--- src/hdl/evd_pkg.sv ---
// shared types, widths and constants of the ema option value decider
package evd_pkg;

    // default table depth
    localparam int TABLE_ENTRIES_DEF = 256;

    // field and register widths
    localparam int VALUE_W    = 24;
    localparam int DECAY_W    = 17;
    localparam int PERIOD_W   = 16;
    localparam int STEP_W     = 32;
    localparam int COUNT_W    = 9;
    localparam int INDEX_W    = 8;
    localparam int DEC_W      = 2;
    localparam int CFG_IDX_W  = 2;
    localparam int CFG_DATA_W = 24;
    localparam int FRAC_W     = 16;
    // signed difference times zero-extended decay
    localparam int PROD_W     = (VALUE_W + 1) + (DECAY_W + 1);

    // register reset values
    localparam logic [DECAY_W-1:0]         DECAY_ONE  = 17'd65536;
    localparam logic [DECAY_W-1:0]         DECAY_RST  = 17'd58982;
    localparam logic signed [VALUE_W-1:0]  MARGIN_RST = 24'sd0;
    localparam logic [PERIOD_W-1:0]        PERIOD_RST = 16'd16;

    // decision codes
    typedef enum logic [DEC_W-1:0] {
        DEC_EXPLORE = 2'd0,
        DEC_CHOOSE  = 2'd1,
        DEC_AVOID   = 2'd2
    } t_decision;

    // input word kinds
    typedef enum logic {
        KIND_DECIDE = 1'b0,
        KIND_UPDATE = 1'b1
    } t_kind;

    // configuration register indexes
    typedef enum logic [CFG_IDX_W-1:0] {
        CFG_DECAY  = 2'd0,
        CFG_MARGIN = 2'd1,
        CFG_PERIOD = 2'd2
    } t_cfg_idx;

    // control sequencer states
    typedef enum logic [2:0] {
        ST_CLEAR,
        ST_IDLE,
        ST_UPD_MUL,
        ST_UPD_WR,
        ST_SCAN,
        ST_FINISH
    } t_state;

endpackage

--- src/hdl/evd_rem.sv ---
// bit-serial remainder of the step count by the explore period
module evd_rem (
    input  logic                          i_clk,
    input  logic                          i_rst_n,
    input  logic                          i_start,
    input  logic [evd_pkg::STEP_W-1:0]    i_dividend,
    input  logic [evd_pkg::PERIOD_W-1:0]  i_divisor,
    output logic                          o_busy,
    output logic [evd_pkg::PERIOD_W-1:0]  o_rem
);
    import evd_pkg::*;

    localparam int CNT_W = $clog2(STEP_W + 1);

    logic [CNT_W-1:0]    r_cnt;
    logic [STEP_W-1:0]   r_dvd;
    logic [PERIOD_W-1:0] r_div;
    logic [PERIOD_W-1:0] r_rem;
    logic [PERIOD_W:0]   w_trial;
    logic [PERIOD_W:0]   w_diff;

    // shift in one dividend bit and try a subtract
    assign w_trial = {r_rem, r_dvd[STEP_W-1]};
    assign w_diff  = w_trial - {1'b0, r_div};

    // step counter
    always_ff @(posedge i_clk) begin
        if (!i_rst_n) begin
            r_cnt <= '0;
        end else if (i_start) begin
            r_cnt <= CNT_W'(STEP_W);
        end else if (r_cnt != '0) begin
            r_cnt <= r_cnt - 1'b1;
        end
    end

    // restoring remainder datapath
    always_ff @(posedge i_clk) begin
        if (i_start) begin
            r_dvd <= i_dividend;
            r_div <= i_divisor;
            r_rem <= '0;
        end else if (r_cnt != '0) begin
            r_dvd <= {r_dvd[STEP_W-2:0], 1'b0};
            if (w_trial >= {1'b0, r_div}) begin
                r_rem <= w_diff[PERIOD_W-1:0];
            end else begin
                r_rem <= w_trial[PERIOD_W-1:0];
            end
        end
    end

    assign o_busy = (r_cnt != '0);
    assign o_rem  = r_rem;
endmodule

--- config.mk ---
export PLATFORM = sky130hd
export DESIGN_NAME = evd_rem
export DESIGN_NICKNAME = d
export VERILOG_FILES = /design/src/hdl/evd_pkg.sv /design/src/hdl/evd_rem.sv
export SDC_FILE = /design/constraint.sdc
export NUM_CORES = 1
export LEC_CHECK = 0
export ABC_CLOCK_PERIOD_IN_PS = 4300
export CORE_ASPECT_RATIO = 1.5
export CORE_UTILIZATION = 35
export DETAILED_ROUTE_END_ITERATION = 16
export DONT_BUFFER_PORTS = 1
export GPL_ROUTABILITY_DRIVEN = 0
export PLACE_DENSITY_LB_ADDON = 0.25
export SETUP_SLACK_MARGIN = 0.05
export SLEW_MARGIN = 10
export SYNTH_ARGS = -nofsm -noshare
export SYNTH_HDL_FRONTEND = slang
export SYNTH_SLANG_ARGS = --single-unit
--- constraint.sdc ---
create_clock -name i_clk -period 4.3 [get_ports i_clk]
set_clock_uncertainty 0.05 [all_clocks]
set_input_delay 0 -clock i_clk [delete_from_list [all_inputs] [get_ports i_clk]]
set_output_delay 0 -clock i_clk [all_outputs]
set_load 0.02 [all_outputs]
Yosys cells after proc, flatten, opt, wreduce, memory -nomap -nowiden
Index checks and enable logic that the tools add are counted.

storage, ports and cells
  register bits = 70
  bits in latches = 0
  bits in writable memories = 0
  memory bits (read-only) = 0
  input bits = 51
  output and inout bits = 17
  word-level logic and storage cells = 17
  memories kept = 0

operators by class
  $add $sub $neg = 2
  $mul = 0
  divide/modulo/power cells = 0
  order comparisons = 1
  equality and inequality tests = 0
  shift operators = 0
  mux-type cells = 5
  bitwise operators = 1
  reductions and logical operators = 3

operators by type and width
  cell                   number
  $mux W32               2
  $ge A17 B16 Y1         1
  $mux W16               1
  $sub A16 B16 Y16       1
  $mux W6                2
  $reduce_bool A6 Y1     1
  $sub A6 B1 Y6 const B  1
  $reduce_bool A2 Y1     1
  $reduce_or A2 Y1       1
  $not A1 Y1             1

Logic depth before layout (Yosys ltp)
  word-level depth = 3
  mapped depth = 11
  gate-level depth less buffers = 11

Least setup slack after synthesis
OpenSTA, ideal clock, no wires.

  kind = reg-to-reg
  start point = register r_cnt[0]
  end point = register r_dvd[0] (enable)
  setup time = 401 ps
  data arrival time = 2084 ps
  required time = 3849 ps
  setup slack = 1765 ps
  stages on the path, launching flop included = 9
  path buffers = 1
  clock period less this slack = 2535 ps
  cells stage by stage = dfxtp_1 > inv_1 > ha_1 > nand2_1 > nor3_1 > inv_1 > buf_2 > nor2_2 > inv_1

between the ends
  cells in the longest elaborated chain, start to end = 2

RTL lines
  item                          RTL line       source
  start: declaration            evd_rem.sv:15  logic [CNT_W-1:0] r_cnt;
  start signal: assignment      evd_rem.sv:31  r_cnt <= CNT_W'(STEP_W);
  start signal: assignment      evd_rem.sv:33  r_cnt <= r_cnt - 1'b1;
  $reduce_bool A6 Y1            evd_rem.sv:43  end else if (r_cnt != '0) begin
  $reduce_bool A2 Y1 (no line)  n/a
  end signal: assignment        evd_rem.sv:40  r_dvd <= i_dividend;
  end signal: assignment        evd_rem.sv:44  r_dvd <= {r_dvd[STEP_W-2:0], 1'b0};
  end: declaration              evd_rem.sv:16  logic [STEP_W-1:0] r_dvd;

No other way between the ends.
A chain may end at the register's enable or synchronous reset.

Worst setup path in the final report
  start point = register r_rem[7], in the netlist o_rem[7]
  end point = register r_rem[0], in the netlist o_rem[0]

between the ends
  cells in the longest elaborated chain, start to end = 2

RTL lines
  item                      RTL line       source
  start: declaration        evd_rem.sv:18  logic [PERIOD_W-1:0] r_rem;
  start signal: assignment  evd_rem.sv:46  r_rem <= w_diff[PERIOD_W-1:0];
  start signal: assignment  evd_rem.sv:48  r_rem <= w_trial[PERIOD_W-1:0];
  $ge A17 B16 Y1            evd_rem.sv:45  if (w_trial >= {1'b0, r_div}) begin
  $mux W16                  evd_rem.sv:45

No other way between the ends.

==> out/results.txt <==
The logs give 0 for the number of diodes added for antenna fixing and 62 for the maximum number of pins on one net before global-route repair. The first TritonRoute pass finished after 4 iterations. The critical path goes through ha_1 > a21oi_1 > o21ai_0 > nand3_1 > o311ai_4 > o21ai_4 > mux2_4 > a211oi_2 > dlygate4sd3_1. Grouping stages by cell kind, the critical path spends the most delay in compound AO/OA/AOI/OAI gates. In this run the deepest clock path goes through 2 buffers.

Setup repair after global routing left no endpoint under its margin. The critical path starts at o_rem[7]. After global routing the overflow that remains totals 0. The buffering stage count on the worst path with inverters included was 1; the detailed-route DRC error count was 0. The synthesized netlist occupies a cell area of 3650 µm². The number of buffer cells added on primary ports came out at 0.

The via density per instance was 5.14; the average wire per standard cell was 15.9 µm. The path class of the tightest hold or removal check is in -> reg. For this block, the via count after detailed routing is 2470. In the layout the commonest cells are dlygate4sd3_1, edfxtp_1, mux2_2.

The final worst-path cycle share was 79.7%; the number of different library cells in the post-synthesis netlist was 45. The total routing resource utilization after global routing was 15.4%; the critical-path maximum fanout was 18. For the number of nets in the final layout, the log shows 428. The tools report the core region area as 10100 µm².

Once layout is complete, the utilization of the core stands at 45.2%. The delay of the slowest cell on the worst path was 0.62 ns. The run gives 374 as the net count after synthesis. The wire-length estimate of the detail-placed layout is 5180 µm. The worst slew margin relative to its limit is 21.6%, and the overall power consumption is 0.00280 W.

Row generation in the floorplan step produced 45 rows. After detailed routing, the total wire length is 7640 µm. The first global-routing pass estimated 12700 µm of wire. The flow ran to the end, and the final reports show no timing, DRC or antenna violations.

The number of standard cells after synthesis was 305; the die footprint was 10800 µm². The clock tree synthesis step divided the H-tree into 3 levels. Across the run, the number of max-cap violations was 0. For this run, the register share of the synthesized area comes to 51.6%.

A synthesized cell averages 12.0 µm². The fraction of power spent switching nets was 36.0%. The library cell used most frequently in the layout, excluding fill and tap cells, is dlygate4sd3_1.

The slowest cell on the critical path was o21ai_4. The required time of the critical path was 4.52 ns. The die span in x was 85.3 µm; the die outline height was 127 µm.

In this run, synthesis produced a sequential element count of 70. The analysis attributes to cell leakage a power of 1.87 nW. After clock tree synthesis, the clock-pin slew on the worst setup and hold paths is 0.06 ns. The number of antenna violations at the first check in global routing was 0.

Setup violations remaining at the end of the flow were counted as 0. The worst path arrival time was 3.65 ns; the logic gate share of total power was 33.4%. The via count of the first global-routing pass came out at 2545. Switching power: 0.00101 W. Dividing total power by cell area gives a power density of 611 nW/µm².

For the CTS buffer count, the log shows 9. The critical path is of the reg -> reg type. TritonCTS built the clock tree.

The number of design-rule violations left by the first detailed-router iteration came out at 137. In this run the count of I/O pins placed on the die edge is 68. The logs give 0 for the final count of hold timing violations and 292 MHz for the peak clock frequency supported by timing. From synthesis to final layout, the design area changed by 25.6%.

The share of post-route cells with drive strength above 1 was 17.3%. The worst reg2reg path startpoint was o_rem[7]. The number of pins with negative max-slew slack in the final report is 0. The slew at the pin with the worst max-slew slack was 1.17 ns. The tools report the start point of the worst min-delay path as i_start. STA classifies the critical path startpoint as a flop.

The clock network accounts for 27.0% of the total power. The tools report the cell-internal power as 0.00179 W. The root buffer cell chosen for the clock tree is clkbuf_16. Clock tree synthesis found a total of 70 sinks. The initial utilization of the core area, before any placement, comes to 36.0%. The share of total power in sequential cells is 39.5%.

Once detail routing completed, the nets flagged for antenna violations numbered 0. The setup TNS was 0 ns; the hold-fix buffer count after cts was 51. After clock tree synthesis, the setup repair step added 0 buffers. The number of gates resized after CTS is 0, and the clock insertion delay at the later pin of the skew report is 0.33 ns.

The largest vdd supply drop was 0.250 mV; the number of warning messages in the yosys log was 0. The routed design could run at a clock period as short as 3.43 ns. The tools report the nature of the critical path endpoint as a flop.
[path summary, 6_finish.rpt]
| path | slack, ns | cells after the start | to |
|---|---|---|---|
| worst max-delay path | 0.87 | 9 | o_rem[0] |
| worst min-delay path | 0.008 | 2 | o_rem[1] |
| worst max register to register | 0.87 | 9 | o_rem[0] |
| worst min register to register | 0.46 | 2 | r_cnt[1] |
[worst register-to-register path, stage by stage, from the launching register on]
cell and delay, ns:
dfxtp_1 0.52, ha_1 0.35, a21oi_1 0.26, o21ai_0 0.14, nand3_1 0.15, o311ai_4 0.14
o21ai_4 0.62, mux2_4 0.36, a211oi_2 0.20, dlygate4sd3_1 0.57
[routing by layer]
| metal | wire length (µm) | vias to the layer above | global-route usage [%] |
|---|---|---|---|
| li1 | - | 1232 | - |
| met1 | 3110 | 1172 | 16.8 |
| met2 | 4010 | 57 | 27.3 |
| met3 | 390 | 9 | 4.84 |
| met4 | 133 | 0 | 6.47 |
| met5 | 0 | - | 0 |
[power groups by stage]
stage	Combinational (W)	Clock, W	Sequential, W
6_report	0.000936	0.000757	0.00111
3_3_place_gp	0.000869	0	0.00112
3_5_place_dp	0.000880	0	0.00112
2_1_floorplan	0.000750	0	0.00107
4_1_cts	0.000939	0.000780	0.00111
5_1_grt	0.00105	0.000806	0.00113
[state kept, by name, summed over array words and instances (netlist names)]
register and count:
r_cnt 6, r_div 16, o_rem 16, r_dvd 32
[per-stage QoR]
step                      setup WS [ns]  hold slack (ns)  std cells  instance area, µm²
final                             0.871          0.00758        481                4580
after global routing              0.635           0.0253        481                4580
after CTS                         0.890          0.00393        481                4580
after detailed placement           1.21           0.0295        414                3750
after global placement             1.37           0.0306        414                3750
after floorplan                    1.76           0.0489        305                3650
[Yosys cell counts (all sizes together)]
cell / count / area share, %
clkbuf: 1 / 0.10
o21a: 3 / 0.62
a21o: 2 / 0.41
xor2: 8 / 1.9
a21oi: 16 / 2.6
o31ai: 2 / 0.41
o311ai: 1 / 0.72
xnor2: 7 / 1.7
a2111oi: 1 / 0.41
buf: 8 / 1.4
and2: 1 / 0.17
nor3: 9 / 1.2
nor2: 20 / 2.2
a31oi: 2 / 0.34
inv: 22 / 2.3
and3: 3 / 0.51
a32oi: 3 / 0.72
o211ai: 2 / 0.41
o21ai: 16 / 2.8
mux2: 33 / 10
edfxtp: 48 / 40
nand2b: 7 / 1.4
dfxtp: 22 / 12
or3: 1 / 0.17
mux2i: 11 / 3.0
nor3b: 1 / 0.21
nor2b: 1 / 0.17
nand2: 19 / 2.0
nand4: 3 / 0.51
o41ai: 3 / 1.1
nand3: 3 / 0.41
ha: 17 / 5.8
fa: 1 / 0.55
a211oi: 8 / 1.8
[logic make-up (layout without fill, tap and decap cells)]
group,count (synthesis),in the layout,share of synthesized area [%]
muxes,44,44,13.3
buffers and inverters,31,90,3.74
AOI/OAI and AO/OA,59,59,12.4
xor gates and xnor gates,15,15,3.60
DFF,70,70,51.6
adders and majority gates,18,18,6.38
and+or+nand+nor,68,68,8.96
[cell type report]
cell class | count | area, µm²
sequential | 70 | 1880
multi-input combinational | 204 | 1630
tap | 117 | 146
clock buffer | 9 | 225
timing repair buffer | 52 | 536
fill | 920 | 5560
inverter | 22 | 82.6
clock inverter | 7 | 80.1
Power figures use the tool's default switching activity.
